--- config.mk ---
export PLATFORM = sky130hd
export DESIGN_NAME = gti_lerp
export DESIGN_NICKNAME = d
export VERILOG_FILES = /design/src/sv/grid_trilinear_interpolator_macros.svh /design/src/sv/gti_pkg.sv /design/src/sv/gti_lerp.sv
export SDC_FILE = /design/constraint.sdc
export NUM_CORES = 2
export LEC_CHECK = 0
export ABC_AREA = 1
export BUFFER_PORTS_ARGS = -buffer_cell sky130_fd_sc_hd__clkbuf_2
export CELL_PAD_IN_SITES_DETAIL_PLACEMENT = 2
export CELL_PAD_IN_SITES_GLOBAL_PLACEMENT = 2
export CORE_MARGIN = 5
export CORE_UTILIZATION = 27
export DETAILED_ROUTE_END_ITERATION = 7
export GPL_TIMING_DRIVEN = 0
export PLACE_DENSITY = 0.63
export REMOVE_ABC_BUFFERS = 1
export SLEW_MARGIN = 20
export SYNTH_ARGS = -nofsm -noshare
export SYNTH_HDL_FRONTEND = slang
export SYNTH_SLANG_ARGS = --single-unit
--- constraint.sdc ---
create_clock -name clk -period 6.4 [get_ports clk]
set_input_delay 1.28 -clock clk [delete_from_list [all_inputs] [get_ports clk]]
set_output_delay 1.28 -clock clk [all_outputs]
set_load 0.02 [all_outputs]
--- src/sv/grid_trilinear_interpolator_macros.svh ---
// ---------------------------------------------------------------------------
// Grid trilinear interpolator assertion macros
// Shared concurrent assertion shorthands, clocked on clk, disabled in reset.
// ---------------------------------------------------------------------------
`ifndef GRID_TRILINEAR_INTERPOLATOR_MACROS_SVH
`define GRID_TRILINEAR_INTERPOLATOR_MACROS_SVH

// same-cycle implication
`define GTI_ASSERT_IMPL(label, ante, cons, msg) \
  label: assert property (@(posedge clk) disable iff (rst) (ante) |-> (cons)) \
    else $error(msg);

// next-cycle implication
`define GTI_ASSERT_NEXT(label, ante, cons, msg) \
  label: assert property (@(posedge clk) disable iff (rst) (ante) |=> (cons)) \
    else $error(msg);

`endif

--- src/sv/gti_pkg.sv ---
// ---------------------------------------------------------------------------
// Grid trilinear interpolator package
// Shared widths, transaction payload types and opcodes.
// ---------------------------------------------------------------------------
`default_nettype none

package gti_pkg;

  localparam int MAX_GRID_DIM = 16;
  localparam int MAX_VERTICES = 4096;
  localparam int COORD_WIDTH  = 32;

  localparam int VIDX_W    = $clog2(MAX_VERTICES);
  localparam int DIM_W     = 5;
  localparam int CELL_W    = $clog2(MAX_GRID_DIM);
  localparam int QRY_W     = 16;
  localparam int WIN_W     = 2 * QRY_W;
  localparam int CFG_IDX_W = 3;
  localparam int Q_FRAC    = 14;               // Q2.14 fraction bits
  localparam int U_FRAC    = 2 * Q_FRAC;       // mapped coordinate fraction bits
  localparam int U_W       = 34;
  localparam int X_W       = 38;
  localparam int FRAC_W    = X_W - Q_FRAC;
  localparam int LERP_W    = COORD_WIDTH + 8;
  localparam int VERT_W    = 3 * COORD_WIDTH;

  localparam logic OP_LOAD  = 1'b0;
  localparam logic OP_QUERY = 1'b1;

  typedef enum logic [CFG_IDX_W-1:0] {
    REG_GRID_I,
    REG_GRID_J,
    REG_GRID_K,
    REG_WINDOW_R,
    REG_WINDOW_S,
    REG_WINDOW_T
  } cfg_reg_t;

  typedef struct packed {
    logic                          opcode;
    logic [VIDX_W-1:0]             vertex_index;
    logic signed [COORD_WIDTH-1:0] vertex_x;
    logic signed [COORD_WIDTH-1:0] vertex_y;
    logic signed [COORD_WIDTH-1:0] vertex_z;
    logic signed [QRY_W-1:0]       query_r;
    logic signed [QRY_W-1:0]       query_s;
    logic signed [QRY_W-1:0]       query_t;
  } cmd_t;

  typedef struct packed {
    logic signed [COORD_WIDTH-1:0] point_x;
    logic signed [COORD_WIDTH-1:0] point_y;
    logic signed [COORD_WIDTH-1:0] point_z;
  } result_t;

  typedef logic signed [LERP_W-1:0] lerp_t;
  typedef logic signed [FRAC_W-1:0] frac_t;

endpackage

`default_nettype wire

--- src/sv/gti_lerp.sv ---
// ---------------------------------------------------------------------------
// Linear blend step
// y = sat(a + round(f * (b - a))), rounding half away from zero.
// Three register stages: magnitude, multiply, round/add/saturate.
// ---------------------------------------------------------------------------
`default_nettype none

module gti_lerp (
  input  logic           clk,
  input  gti_pkg::lerp_t a,
  input  gti_pkg::lerp_t b,
  input  gti_pkg::frac_t f,
  output gti_pkg::lerp_t y
);
  import gti_pkg::*;

  localparam int MAG_W  = LERP_W + 1;
  localparam int PROD_W = MAG_W + FRAC_W;
  localparam int SUM_W  = PROD_W - Q_FRAC + 2;

  logic signed [MAG_W-1:0] d;
  logic [MAG_W-1:0]        md1;
  logic [FRAC_W-1:0]       mf1;
  logic                    neg1;
  lerp_t                   a1;
  logic [PROD_W-1:0]       prod2;
  logic                    neg2;
  lerp_t                   a2;
  logic [PROD_W-1:0]       rnd;
  logic signed [SUM_W-1:0] qs;
  logic signed [SUM_W-1:0] sum;
  lerp_t                   y_next;

  assign d = MAG_W'(b) - MAG_W'(a);

  always_comb begin
    rnd = prod2 + PROD_W'(1 << (Q_FRAC - 1));
    qs  = signed'(SUM_W'(rnd >> Q_FRAC));
    sum = SUM_W'(a2) + (neg2 ? -qs : qs);
    if ((&sum[SUM_W-1:LERP_W-1]) || !(|sum[SUM_W-1:LERP_W-1])) begin
      y_next = sum[LERP_W-1:0];
    end else if (sum[SUM_W-1]) begin
      y_next = {1'b1, {(LERP_W - 1){1'b0}}};
    end else begin
      y_next = {1'b0, {(LERP_W - 1){1'b1}}};
    end
  end

  always_ff @(posedge clk) begin
    a1    <= a;
    md1   <= d[MAG_W-1] ? MAG_W'(-d) : MAG_W'(d);
    mf1   <= f[FRAC_W-1] ? FRAC_W'(-f) : FRAC_W'(f);
    neg1  <= d[MAG_W-1] ^ f[FRAC_W-1];
    a2    <= a1;
    prod2 <= PROD_W'(md1) * PROD_W'(mf1);
    neg2  <= neg1;
    y     <= y_next;
  end

endmodule

`default_nettype wire

### Word level (Yosys, flattened, before mapping)

Cells that the tools add are included.
Widths: inputs -> output; s select.

| word-level totals | value |
|---|---|
| memories kept | 0 |
| register bits | 252 |
| bits in latches | 0 |
| word-level logic and storage cells | 27 |
| memory bits (read-only) | 0 |
| memory bits (writable) | 0 |
| output and inout bits | 40 |

| cells by class | value |
|---|---|
| shifts and indexed selects | 0 |
| div/mod/pow operators | 0 |
| reductions and logical operators | 4 |
| mux-type cells | 5 |
| multiply operators | 1 |
| add/sub/neg operators | 6 |
| bitwise operators | 1 |
| equality and inequality tests | 0 |
| order comparisons | 0 |

Operators by type and width:

| operator | count |
|---|---|
| $mux 40 | 3 |
| $add 65x14->65 const B | 1 |
| $mul 41x24->65 | 1 |
| $add 40x53->53 | 1 |
| $mux 53 | 1 |
| $neg 51->53 | 1 |
| $neg 41->41 | 1 |
| $sub 40x40->41 | 1 |
| $neg 24->24 | 1 |
| $mux 23 | 1 |
| $reduce_and 14->1 | 1 |
| $reduce_or 14->1 | 1 |
| $logic_not 1->1 | 1 |
| $logic_or 1x1->1 | 1 |
| $xor 1x1->1 | 1 |

### Logic depth before layout (Yosys ltp)

| logic depth | value |
|---|---|
| word-level depth | 8 |
| mapped depth | 41 |
| mapped depth without buffers | 39 |

### Least setup slack after synthesis

Ideal clock, no wire load.

| timing | value |
|---|---|
| path type | register -> register |
| start point | register mf1[1] |
| end point | register prod2[51] |
| library setup time | 72 ps |
| required time | 6328 ps |
| period minus slack after synthesis | 6470 ps |
| cell stages (with the launch flop) | 28 |
| arrival | 6398 ps |
| path slack | -70 ps |
| path buffers | 2 |
| path through | dfxtp_1 clkbuf_1 buf_1 nand2_1 inv_1 fa_1 fa_1 inv_1 fa_1 fa_1 inv_1 fa_1 fa_1 inv_1 fa_1 inv_1 ha_1 nand2_1 nor2_1 inv_1 o2111ai_1 nand2_1 nand2_1 a21oi_1 o21ai_0 nand2_1 nand2_1 xor2_1 |

| between the ends | value |
|---|---|
| word-level cells in the longest chain between the ends | 1 |

RTL lines:

| what | RTL line | text |
|---|---|---|
| start, declared | gti_lerp.sv:23 | `logic [FRAC_W-1:0] mf1;` |
| start signal, assigned | gti_lerp.sv:52 | `mf1 <= f[FRAC_W-1] ? FRAC_W'(-f) : FRAC_W'(f);` |
| $mul 41x24->65 | gti_lerp.sv:55 | `prod2 <= PROD_W'(md1) * PROD_W'(mf1);` |
| end signal, assigned | gti_lerp.sv:55 |  |
| end, declared | gti_lerp.sv:26 | `logic [PROD_W-1:0] prod2;` |

Every way passes these cells.
A chain may end at the register's enable or synchronous reset.

### Final worst setup path

| timing | value |
|---|---|
| start point | register mf1[9] |
| end point | register prod2[61] |

The elaborated chain is that of the path after synthesis.

==> results.json <==
{
  "outcome": "finished, violations left",
  "failed_checks": "negative setup slack",
  "worstSetupPathDepth": 24,
  "crit_fanout": 16,
  "slowest_delay_ps": 620,
  "drc": 0,
  "dp_hpwl_um": 164000,
  "grt_max_degree": 42,
  "synth.area.top_cells": "fa_1 36%, nand2_1 14%, inv_1 13%, dfxtp_1 9.9%, ha_1 7.4%",
  "final_cells": 9277,
  "fin_util": 0.331,
  "io_pins": 145,
  "antenna_found_initial": 7,
  "yosysTopAreaCellShare": 0.357,
  "core-area_um2": 178000,
  "synth_top_flop_cell": "dfxtp_1",
  "clock.fmax_ghz": 0.146,
  "clk_latency_ps": 660,
  "clkTransAtPathRegs_ps": 70,
  "crit_arrival_ps": 7390,
  "worst_pin_slew_ps": 970,
  "port_buffers": 144,
  "synth_largest_area_cell": "fa_1",
  "hold_viol": 0,
  "vias": 44500,
  "async_flop_share": 0,
  "initial_utilization": 0.270,
  "chipHeight_um": 432,
  "crit_path_end_kind": "flip-flop",
  "nets": 8142,
  "timing.critical_path.buf_inv": 7,
  "cts-htree-levels": 1,
  "grt_pass1_vias": 50800,
  "root_buffer": "clkbuf_16",
  "cp.required_ps": 6930,
  "syn_to_final_growth_pct": 22.5,
  "syn_inst": 6620,
  "yosysMostFrequentCell": "nand2_1",
  "rows": 155,
  "fin_skew_ps": 36.4,
  "die_w_um": 432,
  "yosysUniqueCellTypes": 52,
  "first_pass_iters": 5,
  "cap_violations": 0,
  "mappedNetlistArea_um2": 48100,
  "grt_pass1_wl_um": 329000,
  "clockBufferDepth": 3,
  "cts-hold-fix-buffers": 0,
  "ant_nets": 0,
  "reg2regPathDepth": 24,
  "synth_edf_count": 0,
  "critPathTopFamily": "adder cells",
  "track_usage": 0.236,
  "hold_depth": 0,
  "drt_iter0_drc": 2234,
  "wirelength_um": 236000,
  "gp_congestion": 0.879,
  "fillCellCount": 20500,
  "crit_slowest_cell": "fa_2",
  "slew_violations": 0,
  "hold_class": "reg2reg",
  "layout-drive-gt1-share": 0.160,
  "fin_crit_sh": 1.07,
  "via_per_inst": 4.80,
  "crit_path_frequent_cell": "fa_1",
  "place_inst": 8949,
  "ys_warn_count": 0,
  "setup_ws_ps": -463,
  "relSlewSlack": 0.352,
  "yosys-top-cells-count": "1749 x nand2_1, 1722 x inv_1, 857 x fa_1, 457 x nor2_1, 283 x ha_1",
  "clock-sinks": 239,
  "synth_seq_area_share": 0.0995,
  "wl_per_cell_um": 25.4,
  "ys_seq_elements": 239,
  "overflow": 0,
  "tritoncts": "built",
  "crit_path_cell_trace": "buf_16, buf_4, nand2_1, fa_1, inv_1, fa_2, fa_1, fa_1, fa_1, fa_1, inv_1, fa_1, inv_1, ha_4, nand2_1, nor2_2, inv_1, nor2_4, nand4_1, o211ai_1, buf_4, nand2_2, o2111ai_2, xor2_1",
  "rsz0062_at_grt": "true",
  "post-route-min-period_ps": 6860,
  "setup_viol": 39,
  "die-area_um2": 187000,
  "critPathKind": "reg2reg",
  "start_kind": "flip-flop",
  "synth.avg_cell_area_um2": 7.27,
  "numCtsBuffers": 29
}
==> sequential cells by signal, summed over array words and instances (netlist names) <==
signal / flops
prod2: 52
neg2: 1
y: 40
a2: 40
md1: 41
neg1: 1
mf1: 24
a1: 40
==> kinds of logic after synthesis <==
family / Yosys count / share of synthesized area
XOR/XNOR: 243 / 0.0442
buffers and inverters: 1948 / 0.153
AO/OA/AOI/OAI: 500 / 0.0571
AND/OR/NAND/NOR: 2550 / 0.216
adder cells (fa/ha/maj): 1140 / 0.430
flip-flops: 239 / 0.0995
==> metrics by stage <==
| stage | setup WS (ps) | area, um^2 | hold slack (ps) | TNS [ps] |
|---|---|---|---|---|
| after global placement | -2640 | 50900 | 313 | -135950 |
| after detailed placement | -1230 | 52300 | 313 | -48290 |
| after CTS | -258 | 56800 | 320 | -2800 |
| after floorplan | -245 | 47200 | 310 | -1460 |
| after global routing | -615 | 58900 | 325 | -17130 |
| final | -463 | 58900 | 317 | -10850 |
==> repair_timing <==
| item | 4_1_cts | 5_1_grt |
|---|---|---|
| resized for setup | 383 | 283 |
| setup buffers | 138 | 106 |
| cloned | 22 | 12 |
| pin swaps | 86 | 164 |
| setup endpoints to repair | 83 | 81 |
==> placed cells by master (no fill, tap or decap), types with 20 or more instances in the layout <==
| cell | n |
|---|---|
| a21oi_2 | 43 |
| inv_2 | 89 |
| ha_4 | 39 |
| clkbuf_2 | 144 |
| xnor2_1 | 56 |
| o21ai_0 | 122 |
| fa_2 | 47 |
| clkbuf_16 | 41 |
| buf_12 | 67 |
| nand2_2 | 86 |
| ha_1 | 237 |
| buf_6 | 24 |
| nand3_1 | 116 |
| dfxtp_1 | 172 |
| nand3b_1 | 20 |
| buf_4 | 167 |
| nor2_2 | 41 |
| nor2_1 | 410 |
| nor2_4 | 31 |
| nand2_1 | 1675 |
| a21oi_1 | 182 |
| nor3_1 | 36 |
| nand2_4 | 23 |
| xor2_1 | 160 |
| dfxtp_4 | 61 |
| fa_1 | 810 |
| buf_16 | 39 |
| inv_1 | 1635 |
| nand4_1 | 60 |
| a31oi_1 | 22 |
==> layout make-up <==
type                    count  area, um^2  share of cell area
repair buffers            464        5260              0.0892
diodes                      2        5.00           0.0000849
flip-flops and latches    239        5020              0.0852
multi-input cells        4436       38200               0.648
clock inverters            17         196             0.00333
clock buffers              37         827              0.0140
well taps                2355        2950              0.0500
inverters                1727        6490               0.110
==> final timing paths <==
check,end,slack [ps],start
setup reg to reg,prod2[61],-460,mf1[9]
hold / removal,neg2,320,neg1
hold reg to reg,neg2,320,neg1
setup / recovery,prod2[61],-460,mf1[9]
==> layer usage <==
layer	global-route usage	wire [um]	vias to the layer above
met2	0.421	117000	896
met1	0.302	100000	23500
met3	0.0212	7760	353
li1	-	-	19800
met4	0.0731	10800	2
met5	0	13	-
Power is not shown: default switching activity piles up to over one toggle a cycle in this logic, so the estimate is an artifact.
