File: src/sv/grid_trilinear_interpolator_macros.svh
// ---------------------------------------------------------------------------
// Grid trilinear interpolator assertion macros
// Shared concurrent assertion shorthands, clocked on clk, disabled in reset.
// ---------------------------------------------------------------------------
`ifndef GRID_TRILINEAR_INTERPOLATOR_MACROS_SVH
`define GRID_TRILINEAR_INTERPOLATOR_MACROS_SVH

// same-cycle implication
`define GTI_ASSERT_IMPL(label, ante, cons, msg) \
  label: assert property (@(posedge clk) disable iff (rst) (ante) |-> (cons)) \
    else $error(msg);

// next-cycle implication
`define GTI_ASSERT_NEXT(label, ante, cons, msg) \
  label: assert property (@(posedge clk) disable iff (rst) (ante) |=> (cons)) \
    else $error(msg);

`endif

File: src/sv/gti_pkg.sv
// ---------------------------------------------------------------------------
// Grid trilinear interpolator package
// Shared widths, transaction payload types and opcodes.
// ---------------------------------------------------------------------------
`default_nettype none

package gti_pkg;

  localparam int MAX_GRID_DIM = 16;
  localparam int MAX_VERTICES = 4096;
  localparam int COORD_WIDTH  = 32;

  localparam int VIDX_W    = $clog2(MAX_VERTICES);
  localparam int DIM_W     = 5;
  localparam int CELL_W    = $clog2(MAX_GRID_DIM);
  localparam int QRY_W     = 16;
  localparam int WIN_W     = 2 * QRY_W;
  localparam int CFG_IDX_W = 3;
  localparam int Q_FRAC    = 14;               // Q2.14 fraction bits
  localparam int U_FRAC    = 2 * Q_FRAC;       // mapped coordinate fraction bits
  localparam int U_W       = 34;
  localparam int X_W       = 38;
  localparam int FRAC_W    = X_W - Q_FRAC;
  localparam int LERP_W    = COORD_WIDTH + 8;
  localparam int VERT_W    = 3 * COORD_WIDTH;

  localparam logic OP_LOAD  = 1'b0;
  localparam logic OP_QUERY = 1'b1;

  typedef enum logic [CFG_IDX_W-1:0] {
    REG_GRID_I,
    REG_GRID_J,
    REG_GRID_K,
    REG_WINDOW_R,
    REG_WINDOW_S,
    REG_WINDOW_T
  } cfg_reg_t;

  typedef struct packed {
    logic                          opcode;
    logic [VIDX_W-1:0]             vertex_index;
    logic signed [COORD_WIDTH-1:0] vertex_x;
    logic signed [COORD_WIDTH-1:0] vertex_y;
    logic signed [COORD_WIDTH-1:0] vertex_z;
    logic signed [QRY_W-1:0]       query_r;
    logic signed [QRY_W-1:0]       query_s;
    logic signed [QRY_W-1:0]       query_t;
  } cmd_t;

  typedef struct packed {
    logic signed [COORD_WIDTH-1:0] point_x;
    logic signed [COORD_WIDTH-1:0] point_y;
    logic signed [COORD_WIDTH-1:0] point_z;
  } result_t;

  typedef logic signed [LERP_W-1:0] lerp_t;
  typedef logic signed [FRAC_W-1:0] frac_t;

endpackage

`default_nettype wire

File: src/sv/gti_locate.sv
// ---------------------------------------------------------------------------
// Axis locator
// Maps one parametric coordinate into its window, scales by the grid span
// and splits it into a clamped cell index and a Q.14 local fraction.
// Four register stages.
// ---------------------------------------------------------------------------
`default_nettype none

module gti_locate (
  input  logic                           clk,
  input  logic [gti_pkg::WIN_W-1:0]      window,
  input  logic signed [gti_pkg::QRY_W-1:0] q,
  input  logic [gti_pkg::DIM_W-1:0]      n,
  output logic [gti_pkg::CELL_W-1:0]     cell_idx,
  output gti_pkg::frac_t                 frac
);
  import gti_pkg::*;

  localparam int PROD_W  = 2 * QRY_W + 1;
  localparam int WHOLE_W = X_W - 1 - U_FRAC;

  logic signed [QRY_W-1:0]  w_start;
  logic signed [QRY_W-1:0]  w_end;
  logic signed [QRY_W:0]    span;
  logic signed [PROD_W-1:0] prod;
  logic signed [U_W-1:0]    u;
  logic signed [U_W-1:0]    u_next;
  logic [CELL_W-1:0]        nm1;
  logic [CELL_W-1:0]        cap;
  logic signed [X_W-1:0]    x;
  logic signed [X_W-1:0]    x_next;
  logic signed [X_W-1:0]    xc;
  logic [CELL_W-1:0]        cell_c;
  logic [CELL_W-1:0]        cell_c_next;
  logic [WHOLE_W-1:0]       whole;
  logic signed [X_W-1:0]    loc;
  logic signed [X_W-1:0]    rnd;

  assign w_start = window[WIN_W-1 -: QRY_W];
  assign w_end   = window[QRY_W-1:0];
  assign nm1     = CELL_W'(n - DIM_W'(1));
  assign cap     = CELL_W'(n - DIM_W'(2));

  // u = start + (end - start) * q, Q.28
  always_comb begin
    span   = (QRY_W + 1)'(w_end) - (QRY_W + 1)'(w_start);
    prod   = PROD_W'(span) * PROD_W'(q);
    u_next = (U_W'(w_start) <<< Q_FRAC) + U_W'(prod);
  end

  assign x_next = X_W'(u) * X_W'(signed'({1'b0, nm1}));

  // integer part, clamped to [0, n-2]
  always_comb begin
    whole = x[X_W-2:U_FRAC];
    if (x[X_W-1] || (x == '0)) begin
      cell_c_next = '0;
    end else if (whole > WHOLE_W'(cap)) begin
      cell_c_next = cap;
    end else begin
      cell_c_next = whole[CELL_W-1:0];
    end
  end

  // local fraction rounded half up to Q.14
  always_comb begin
    loc = xc - (X_W'(cell_c) <<< U_FRAC);
    rnd = loc + X_W'(1 << (Q_FRAC - 1));
  end

  always_ff @(posedge clk) begin
    u        <= u_next;
    x        <= x_next;
    xc       <= x;
    cell_c   <= cell_c_next;
    cell_idx <= cell_c;
    frac     <= rnd[X_W-1:Q_FRAC];
  end

endmodule

`default_nettype wire

File: config.mk
export PLATFORM = sky130hd
export DESIGN_NAME = gti_locate
export DESIGN_NICKNAME = d
export VERILOG_FILES = /design/src/sv/grid_trilinear_interpolator_macros.svh /design/src/sv/gti_pkg.sv /design/src/sv/gti_locate.sv
export SDC_FILE = /design/constraint.sdc
export NUM_CORES = 1
export LEC_CHECK = 0
export BUFFER_PORTS_ARGS = -buffer_cell sky130_fd_sc_hd__buf_2
export CAP_MARGIN = 20
export CORE_MARGIN = 3
export CORE_UTILIZATION = 59
export DETAILED_ROUTE_END_ITERATION = 7
export HOLD_SLACK_MARGIN = 0.15
export PLACE_DENSITY = 0.8
export REMOVE_ABC_BUFFERS = 1
export SETUP_SLACK_MARGIN = 0.2
export SLEW_MARGIN = 25
export SYNTH_ARGS = -nofsm -noshare
export SYNTH_HDL_FRONTEND = slang
export SYNTH_SLANG_ARGS = --single-unit
File: constraint.sdc
create_clock -name clk -period 8.35 [get_ports clk]
set_input_delay 0.835 -clock clk [delete_from_list [all_inputs] [get_ports clk]]
set_output_delay 0.835 -clock clk [all_outputs]
set_load 0.03 [all_outputs]
# Word-level counts from Yosys, hierarchy flattened
# Cells that the tools add are included.
[classes] magnitude_cmp=1 addsub=6 muxes=1 multipliers=2 n_reduce_logical=2
[ops] op="adder 38 x 15 -> 38 bit, second input constant" n=1
[ops] op="logical NOT 38 bit" n=1
[ops] op="multiplier 34 x 5 -> 38 bit" n=1
[ops] op="subtractor 38 x 32 -> 38 bit" n=1
[ops] op="adder 30 x 33 -> 34 bit" n=1
[ops] op="multiplier 17 x 16 -> 33 bit" n=1
[ops] op="subtractor 16 x 16 -> 17 bit" n=1
[ops] op="> comparator 9 x 4 -> 1 bit" n=1
[ops] op="2-to-1 mux 4 bit" n=1
[ops] op="subtractor 4 x 1 -> 4 bit, second input constant" n=1
[ops] op="subtractor 4 x 2 -> 4 bit, second input constant" n=1
[ops] op="logical OR 1 bit" n=1
[totals] output_inout_bits=28 reg_bits=142

# Logic depth before layout (Yosys ltp)
# Gate-level depths: netlist (run 1).
[depth] word_depth=3 depth_mapped=37 mapped_depth_nobuf=36

# Least setup slack after synthesis (run 1)
# OpenSTA, ideal clock, no wires.
[synth_path] path_kind="input to register" start="input port window[0] (netlist bit)" end="register u[31]" setup_slack_ns=-0.132 cell_stages=30 setup_ns=0.065 arrival_ns=8.416 cell_sequence="inv_1 ha_1 inv_1 fa_1 a21o_1 a21oi_1 o21ai_0 a21oi_1 o21bai_1 a21oi_2 o211ai_1 nand4_1 a22o_1 buf_2 nand2_1 fa_1 inv_1 fa_1 fa_1 fa_1 fa_1 fa_1 ha_1 a21o_1 a21oi_1 or3b_2 o21ai_2 o21ai_2 or4b_1 nand4b_1"
[synth_via] elab_chain_len=3
[synth_rtl] item="start: declaration" line="gti_locate.sv:11" rtl="input logic [gti_pkg::WIN_W-1:0] window,"
[synth_rtl] item="subtractor 16 x 16 -> 17 bit" line="gti_locate.sv:46" rtl="span = (QRY_W + 1)'(w_end) - (QRY_W + 1)'(w_start);"
[synth_rtl] item="multiplier 17 x 16 -> 33 bit" line="gti_locate.sv:47" rtl="prod = PROD_W'(span) * PROD_W'(q);"
[synth_rtl] item="adder 30 x 33 -> 34 bit" line="gti_locate.sv:48" rtl="u_next = (U_W'(w_start) <<< Q_FRAC) + U_W'(prod);"
[synth_rtl] item="named net u_next[31]" line="gti_locate.sv:27" rtl="logic signed [U_W-1:0] u_next;"
[synth_rtl] item="end signal: assignment" line="gti_locate.sv:72" rtl="u <= u_next;"
[synth_rtl] item="end: declaration" line="gti_locate.sv:26" rtl="logic signed [U_W-1:0] u;"
# The timed path passes the listed nets, and every way through them passes these cells.
# A chain may end at the register's enable or synchronous reset.

# Worst setup path after layout (run 1)
# Ends and elaborated chain as after synthesis.

==> flow_summary_export.csv, run 1 <==
group,metric,value,unit
setup_path,critPathTopFamily,"adder cells",
setup_path,r2r_slack,3.77,ns
sta,setup_viol,0,
route,ant_nets,0,
route,post_drt_via_cell_ratio,5.448,
hold_path,min_to,"xc[35]$_DFF_P_",
route,drc,3,
synth,ys.flop_type,"dfxtp_1",
hold_path,hold_start,"x[35]$_DFF_P_",
grt,track_usage,25.49,%
synth,yosys.area.top_type,"fa_1",
cells_and_area,regArea,2823,um^2
synth,yosysTopAreaCellShare,32.63,%
status,violations,"design-rule violations",
cts,root_buffer,"clkbuf_16",
setup_path,worst_path_most_repeated_cell,"fa_1",
synth,synth_edf_count,0,
setup_path,cp_max_fo,5,
sta,max_slew_margin,38.13,%
grt,grt_max_degree,37,
sta,finalSetupTns,0,ns
sta,rsz0062_at_grt,"true",
sta,fmax,122.8,MHz
cts,clkTransAtPathRegs,0.06,ns
synth,syn_inst,2546,
route,routed-via-count,17607,
place,post-dp-hpwl,40480,um
sta,period_share,97.51,%
die,dieArea,40540,um^2
setup_path,slowest_delay,0.58,ns
cts,cts_tree,"done",
sta,finalClockSkew,0.01021,ns
grt,first_global_vias,18706,
route,met3_length,2931,um
synth,synth_cell_types,81,
place,numPortBuffers,80,
cts,h-tree-depth,4,
status,status,"finished with violations",
sta,worstMarginPinSlew,0.9281,ns
cts,cts_hold_repair.buffers,0,
route,top_layer,"met5",
route,route.met2.wl,25540,um
cells_and_area,multiInputGateArea,17610,um^2
hold_path,min_path_type,"flip-flop to flip-flop",
route,finalWirelength,51760,um
setup_path,crit_path_end_kind,"flip-flop",
setup_path,r2r-start,"u[0]$_DFF_P_",
cells_and_area,antennaDiodeCount,0,
cells_and_area,synthToLayoutAreaGrowth,13.77,%
setup_path,r2r_end,"x[36]$_DFF_P_",
die,die_h,201.3,um
die,row_count,70,
cells_and_area,fin_area,25610,um^2
cts,clockBufferDepth,2,
route,wl_met1,21310,um
setup_path,cp_slowest_cell,"fa_2",
setup_path,r2r_cells,17,
sta,drv_slew,0,
synth,netlist_area,22510,um^2
synth,yosys_warnings,0,
grt,grt_pass1_wl,86350,um
route,firstDrtPassIters,8,
sta,min_period,8.142,ns
cts,cts_sinks,141,
run,max-cap-violations,0,
cells_and_area,fillerInstances,2778,
setup_path,critPathLaunchType,"input port",
synth,synth.ff_latch_count,141,
place,placedInstanceArea,24210,um^2
synth,syn_area_per_cell,8.842,um^2
setup_path,worstPathRequired,8.71,ns
cts,cts-buffers-inserted,17,
grt,antenna_found_initial,1,
route,drtIter0Drc,1191,
setup_path,worstPathArrival,8.50,ns
die,fp.dieW,201.3,um
die,io_pins,82,
place,place_congestion,0.9207,
synth,synth_area_leaders,"fa_1 (33%), ha_1 (13%), dfxtp_1 (13%)",
die,fp.coreArea,37140,um^2
grt,gr-total-overflow,0,
route,wl_per_cell,16.02,um
cells_and_area,drive_gt1_share,14.33,%
die,initial_utilization,60.62,%
synth,synth-seq-area-share,12.54,%
cts,clock_latency,0.41,ns
synth,synthArstFlopShare,0,%
sta,finalHoldViolCount,0,
setup_path,cp_num_buf_inv,8,
cells_and_area,final_nets,3368,
hold_path,hold_path_depth,0,
setup_path,critical_path_class,"input port to flip-flop",
==> flip-flops by register name, summed over array words and instances (netlist names) <==
signal / count
u: 34
x: 38
frac: 24
cell_idx: 4
cell_c: 4
xc: 37
==> cell usage after synthesis (24+ instances only) <==
cell and n:
a21oi_1 82, o21ai_0 42, a21o_1 51, clkbuf_1 76, nor3_1 29, inv_1 601, xor2_1 28, and2_1 142
nor2b_1 92, ha_1 231, nand2_1 158, nand3_1 49, fa_1 367, nor2_1 86, and3_1 24, nand2b_1 50
dfxtp_1 141, xnor2_1 71
==> logic make-up (layout without fill, tap and decap cells) <==
kind of cell             count (synthesis)  in the layout  share of synthesized area (%)
AO/OA/AOI/OAI                          328            328                          10.11
XOR/XNOR                                99             99                          3.852
adder cells (fa/ha/maj)                598            598                          45.47
buffers and inverters                  685            867                          11.45
flip-flops                             141            141                          12.54
multiplexers                             2              2                        0.08893
AND/OR/NAND/NOR                        693            693                          16.48
==> how the worst max path moves through the flow <==
stage | slack [ns] | cells after the start | endpoint | startpoint
after floorplan | -0.20 | 28 | u[31]$_DFF_P_ | window[0]
after global placement | -0.51 | 34 | u[31]$_DFF_P_ | window[0]
after detailed placement | -0.71 | 34 | u[31]$_DFF_P_ | window[0]
after CTS | 0.19 | 33 | u[31]$_DFF_P_ | window[17]
after global routing | -0.03 | 38 | u[31]$_DFF_P_ | window[0]
final | 0.21 | 34 | u[31]$_DFF_P_ | window[0]
==> area by class of cell <==
class	instances	share of cell area (%)
multi-input combinational	1720	68.74
sequential	141	11.02
inverter	602	8.832
timing repair buffer	234	6.761
tap	504	2.462
clock buffer	17	1.661
clock inverter	14	0.5227
==> what timing repair did <==
item / 4_1_cts / 5_1_grt
cloned: 0 / 1
endpoints found under the setup margin: 11 / 10
buffers inserted: 7 / 27
resized for setup: 31 / 103
pin swaps: 17 / 84
==> metal layers <==
metal,track usage (%),vias up
met5,0,-
met4,9.170,2
met3,2.831,149
met2,45.23,635
met1,32.35,8570
li1,-,8251
==> stage by stage <==
step / worst slack (ns) / instances / hold slack (ns) / util, %
finish: 0.2081 / 3232 / 0.3452 / 68.97
global route: -0.02994 / 3232 / 0.3532 / 68.97
CTS: 0.1876 / 3204 / 0.3475 / 67.22
detailed placement: -0.7122 / 3166 / 0.3331 / 65.19
global placement: -0.5057 / 3166 / 0.3315 / 65.19
floorplan: -0.1980 / 2463 / 0.3227 / -
==> cells in the final DEF (no fill, tap or decap), drive strengths merged, types with 8 or more instances in the layout <==
master	count
o21bai	18
nand3	49
nand2	158
and3	25
o21a	14
nor3	29
a311oi	9
a211oi	25
buf	232
nor2b	92
and2	143
o21ai	50
nor4	12
a31oi	12
nand2b	50
dfxtp	141
a21o	51
nor3b	15
clkbuf	18
a21oi	89
clkinv	8
xnor2	71
fa	367
o311ai	16
xor2	28
inv	606
nor2	87
o211ai	9
ha	231
nand4	11
Power of run 1 is left out: the tool's default activity adds up to more than one toggle a clock period on the data nets, which glitch-free logic cannot reach.
==> inputs of run 2 (changes only) <==
--- a/config.mk
+++ b/config.mk
@@ -15,5 +15,5 @@
 export REMOVE_ABC_BUFFERS = 1
 export SETUP_SLACK_MARGIN = 0.2
-export SLEW_MARGIN = 25
+export SLEW_MARGIN = 20
 export SYNTH_ARGS = -nofsm -noshare
 export SYNTH_HDL_FRONTEND = slang
==> constraint.sdc (replaced) <==
create_clock -name clk -period 8.35 [get_ports clk]
set_input_delay 1.67 -clock clk [delete_from_list [all_inputs] [get_ports clk]]
set_output_delay 1.67 -clock clk [all_outputs]
set_load 0.03 [all_outputs]
==> run 2 against run 1 <==
Against the previous run: the flow finishes with violations (negative setup slack); die area did not move; count of clock-buffer cells in the layout rose by 2; clock skew rose by 0.00080 ns; register-to-register slack got worse by 0.06 ns; critical path depth rose by 1; global-route usage rose by 1.6 points; core utilization rose by 2.4 points; fmax fell by 8.9%; cell count rose by 3.3%; non-clock buffer count rose by 107; worst hold slack got worse by 0.0024 ns; via count rose by 3.8%.
==> flow_summary_export.csv, run 2 (synthesis results as in run 1) <==
group,metric,value,unit
route,drc,0,
hold_path,hold_path_depth,0,
setup_path,worst_path_most_repeated_cell,"fa_1",
cts,clockBufferDepth,2,
cells_and_area,regArea,2823,um^2
cells_and_area,drive_gt1_share,18.02,%
place,dp_cells,3266,
route,drtIter0Drc,1101,
sta,finalHoldViolCount,0,
sta,period_share,107.1,%
die,io_pins,82,
sta,min_period,8.940,ns
die,fp.dieW,201.3,um
setup_path,crit_path_end_kind,"flip-flop",
route,firstDrtPassIters,5,
grt,grt_max_degree,35,
cells_and_area,largest_reg_flops,38,
setup_path,r2r_slack,3.71,ns
grt,grt_pass1_wl,91740,um
setup_path,worstPathRequired,8.66,ns
sta,hold_slack,0.3428,ns
grt,gr-total-overflow,0,
route,ant_nets,0,
cts,cts_tree,"done",
route,post_drt_via_cell_ratio,5.473,
route,routed-via-count,18281,
cells_and_area,antennaDiodeCount,0,
cts,root_buffer,"clkbuf_16",
grt,first_global_vias,19917,
cts,cts-buffers-inserted,17,
die,dieArea,40540,um^2
run,max-cap-violations,0,
place,place_congestion,0.9279,
sta,setup_viol,17,
cells_and_area,layout_common_cells,"inv_1 (582), fa_1 (355), buf_4 (227)",
sta,drv_slew,0,
cells_and_area,reg_top3,"x: 38 flops, xc: 37 flops, u: 34 flops",
cts,clock_latency,0.41,ns
cells_and_area,multiInputGateArea,17690,um^2
setup_path,slowest_delay,0.57,ns
sta,worstMarginPinSlew,0.9286,ns
setup_path,critical_path_class,"input port to flip-flop",
cts,h-tree-depth,4,
hold_path,min_to,"xc[35]$_DFF_P_",
place,post-dp-hpwl,42170,um
setup_path,critPathLaunchType,"input port",
cells_and_area,final_nets,3475,
cells_and_area,instances_no_fill,3340,
sta,setup_ws,-0.5903,ns
die,fp.coreArea,37140,um^2
cells_and_area,largest_register,"x",
sta,finalClockSkew,0.01101,ns
cts,clkTransAtPathRegs,0.06,ns
hold_path,hold_start,"x[35]$_DFF_P_",
cts,cts_sinks,141,
setup_path,cp_slowest_cell,"fa_2",
setup_path,r2r_cells,17,
place,numPortBuffers,80,
sta,rsz0062_at_grt,"true",
sta,max_slew_margin,38.09,%
setup_path,worstPathArrival,9.25,ns
setup_path,r2r-start,"u[0]$_DFF_P_",
place,pre_cts_slack,-1.396,ns
cts,cts_hold_repair.buffers,0,
die,die_h,201.3,um
cells_and_area,final_common_cell,"inv_1",
sta,fmax,111.9,MHz
route,wl_per_cell,16.44,um
status,violations,"negative setup slack",
grt,track_usage,27.07,%
status,status,"finished with violations",
setup_path,cp_max_fo,7,
route,finalWirelength,54900,um
cells_and_area,fillerInstances,2536,
setup_path,r2r_end,"x[36]$_DFF_P_",
die,initial_utilization,60.62,%
cells_and_area,synthToLayoutAreaGrowth,17.81,%
hold_path,min_path_type,"flip-flop to flip-flop",
die,row_count,70,
grt,antenna_found_initial,0,
## run 2: worst max-delay path: cells and delay by family
| family | cells | cell delay, ns |
|---|---|---|
| xor+xnor | 2 | 0.33 |
| compound gates | 13 | 2.39 |
| fa+ha+maj | 9 | 3.57 |
| simple gates | 3 | 0.70 |
| buf+inv | 8 | 0.59 |
## run 2: layout make-up
type	instances	area share, %
timing repair buffer	341	9.581
inverter	602	8.539
sequential	141	10.64
tap	504	2.378
clock inverter	13	0.5378
multi-input combinational	1720	66.69
clock buffer	19	1.632
## run 2: per-layer routing
layer  GRT usage [%]  vias up  wire length, um
met5               0        -                0
met2           49.96      673            27990
li1                -     8481                -
met3           3.478      188             3102
met1           32.23     8939            21560
met4           10.14        0             2249
## run 2: repair_timing
| item | in CTS | in global routing |
|---|---|---|
| setup endpoints to repair | 21 | 22 |
| pin swaps | 64 | 72 |
| setup buffers | 30 | 12 |
| resized for setup | 116 | 51 |
## run 2: worst max-delay path by stage
stage | start | depth (start not counted) | end
finish | window[0] | 35 | u[32]$_DFF_P_
global route | window[0] | 35 | u[32]$_DFF_P_
CTS | window[17] | 33 | u[31]$_DFF_P_
detailed placement | window[0] | 34 | u[31]$_DFF_P_
global placement | window[0] | 35 | u[31]$_DFF_P_
floorplan | window[0] | 28 | u[31]$_DFF_P_
## run 2: per-stage QoR
step | utilization [%] | cell area [um^2] | TNS (ns)
floorplan | - | 22190 | -8.776
global placement | 67.12 | 24930 | -15.76
detailed placement | 67.12 | 24930 | -20.40
CTS | 70.64 | 26230 | -2.725
global route | 71.42 | 26520 | -11.54
finish | 71.42 | 26520 | -6.907
Power of run 2 is left out for the same reason.
==> inputs of run 3 (changes only) <==
--- a/config.mk
+++ b/config.mk
@@ -8,9 +8,11 @@
 export BUFFER_PORTS_ARGS = -buffer_cell sky130_fd_sc_hd__buf_2
 export CAP_MARGIN = 20
+export CELL_PAD_IN_SITES_DETAIL_PLACEMENT = 1
+export CELL_PAD_IN_SITES_GLOBAL_PLACEMENT = 1
 export CORE_MARGIN = 3
-export CORE_UTILIZATION = 59
+export CORE_UTILIZATION = 46
 export DETAILED_ROUTE_END_ITERATION = 7
 export HOLD_SLACK_MARGIN = 0.15
-export PLACE_DENSITY = 0.8
+export PLACE_DENSITY_LB_ADDON = 0.1
 export REMOVE_ABC_BUFFERS = 1
 export SETUP_SLACK_MARGIN = 0.2
==> constraint.sdc (replaced) <==
create_clock -name clk -period 8.35 [get_ports clk]
set_input_delay 0.4175 -clock clk [delete_from_list [all_inputs] [get_ports clk]]
set_output_delay 0.4175 -clock clk [all_outputs]
set_load 0.03 [all_outputs]
==> run 3 against run 2 <==
Against the previous run: the flow now finishes without violations; first-iteration DRC count shrank 52%; final area shrank 5.8%; setup slack improved by 1.1 ns.
==> flow_summary_export.csv, run 3 (synthesis results as in run 1) <==
group,metric,value,unit
place,numPortBuffers,80,
sta,worstMarginPinSlew,1.166,ns
setup_path,path_depth,37,
sta,min_period,7.867,ns
route,finalWirelength,57700,um
cts,root_buffer,"clkbuf_16",
setup_path,worstPathArrival,8.24,ns
route,post_drt_via_cell_ratio,5.221,
cells_and_area,multiInputGateArea,17320,um^2
hold_path,hold_path_depth,2,
hold_path,min_path_type,"input port to flip-flop",
sta,setup_viol,0,
route,wl_per_cell,17.58,um
cells_and_area,largest_register,"x",
sta,period_share,94.22,%
setup_path,critPathLaunchType,"input port",
cells_and_area,final_nets,3306,
setup_path,worst_path_most_repeated_cell,"fa_1",
die,die_h,227.2,um
route,drtIter0Drc,525,
route,drc,0,
cells_and_area,regArea,2823,um^2
cts,clockBufferDepth,2,
setup_path,worstPathRequired,8.72,ns
grt,gr-total-overflow,0,
setup_path,cp_slowest_cell,"fa_1",
place,place_congestion,0.8651,
cts,h-tree-depth,4,
route,ant_nets,0,
setup_path,cp_num_buf_inv,9,
setup_path,critical_path_class,"input port to flip-flop",
cells_and_area,drive_gt1_share,10.01,%
die,fp.coreArea,48050,um^2
die,fp.dieW,227.2,um
route,firstDrtPassIters,4,
place,pre_cts_slack,-0.2726,ns
sta,max_slew_margin,21.91,%
cells_and_area,fillerInstances,5612,
cts,clock_latency,0.43,ns
die,dieArea,51630,um^2
setup_path,critPathTopFamily,"adder cells",
grt,grt_max_degree,49,
place,post-dp-hpwl,47790,um
run,max-cap-violations,0,
sta,rsz0062_at_grt,"false",
setup_path,r2r_cells,17,
die,io_pins,82,
grt,antenna_found_initial,0,
cts,cts_tree,"done",
route,routed-via-count,17134,
grt,track_usage,22.94,%
sta,setup_ws,0.4827,ns
cts,cts-buffers-inserted,17,
grt,first_global_vias,19097,
cells_and_area,synthToLayoutAreaGrowth,10.97,%
cells_and_area,final_common_cell,"inv_1",
cells_and_area,layout_common_cells,"inv_1 (599), fa_1 (359), ha_1 (229)",
sta,finalClockSkew,0.009494,ns
cts,cts_hold_repair.buffers,0,
setup_path,crit_path_end_kind,"flip-flop",
sta,fmax,127.1,MHz
cells_and_area,largest_reg_flops,38,
die,initial_utilization,46.86,%
cts,clkTransAtPathRegs,0.06,ns
cells_and_area,antennaDiodeCount,0,
grt,grt_pass1_wl,94590,um
cts,cts_sinks,141,
status,status,"finished, final reports clean",
setup_path,slowest_delay,0.55,ns
cells_and_area,reg_top3,"x: 38 flops, xc: 37 flops, u: 34 flops",
die,row_count,80,
setup_path,cp_max_fo,6,
sta,finalHoldViolCount,0,
cells_and_area,utilization,51.99,%
sta,drv_slew,0,
-- run 3: cell count changes in the layout (fill, tap and decap cells not counted), sizes merged --
| cell | previous run | this run |
|---|---|---|
| buf | 341 | 172 |
| bufinv | 2 | 4 |
| clkinv | 9 | 7 |
| clkinvlp | 2 | 0 |
| clkbuf | 19 | 20 |
| inv | 602 | 603 |
-- run 3: worst paths after layout --
check | startpoint | endpoint | slack [ns]
min | n[1] | cell_c[1]$_SDFF_PP0_ | 0.23
max reg2reg | u[0]$_DFF_P_ | x[36]$_DFF_P_ | 3.60
max | window[0] | u[31]$_DFF_P_ | 0.48
min reg2reg | x[24]$_DFF_P_ | xc[24]$_DFF_P_ | 0.35
-- run 3: cell type report --
| type | instances | share of cell area, % |
|---|---|---|
| sequential | 141 | 11.30 |
| clock inverter | 12 | 0.7413 |
| clock buffer | 20 | 1.788 |
| multi-input combinational | 1720 | 69.31 |
| timing repair buffer | 172 | 4.733 |
| inverter | 602 | 9.045 |
| tap | 615 | 3.080 |
-- run 3: routing by layer --
layer / up-vias / share of wire [%] / global-route usage [%]
met4: 0 / 3.0 / 7.085
met5: - / 0 / 0
li1: 8110 / - / -
met3: 85 / 2.6 / 1.779
met1: 8664 / 43 / 28.50
met2: 275 / 51 / 42.50
-- run 3: per-stage QoR --
stage | TNS, ns | hold slack, ns | std cells | area [um^2]
finish | 0 | 0.2278 | 3282 | 24980
global route | 0 | 0.2393 | 3282 | 24980
CTS | 0 | 0.2048 | 3275 | 24760
detailed placement | -1.198 | 0.3391 | 3243 | 24120
global placement | -0.05124 | 0.3319 | 3243 | 24110
floorplan | 0 | 0.3227 | 2463 | 22190
-- run 3: repair_timing --
| action | 4_1_cts | 5_1_grt |
|---|---|---|
| endpoints found under the setup margin | 1 | 10 |
| setup buffers | 0 | 7 |
| gates resized for setup | 0 | 42 |
| pin swaps | 1 | 25 |
Power of run 3 is left out for the same reason.
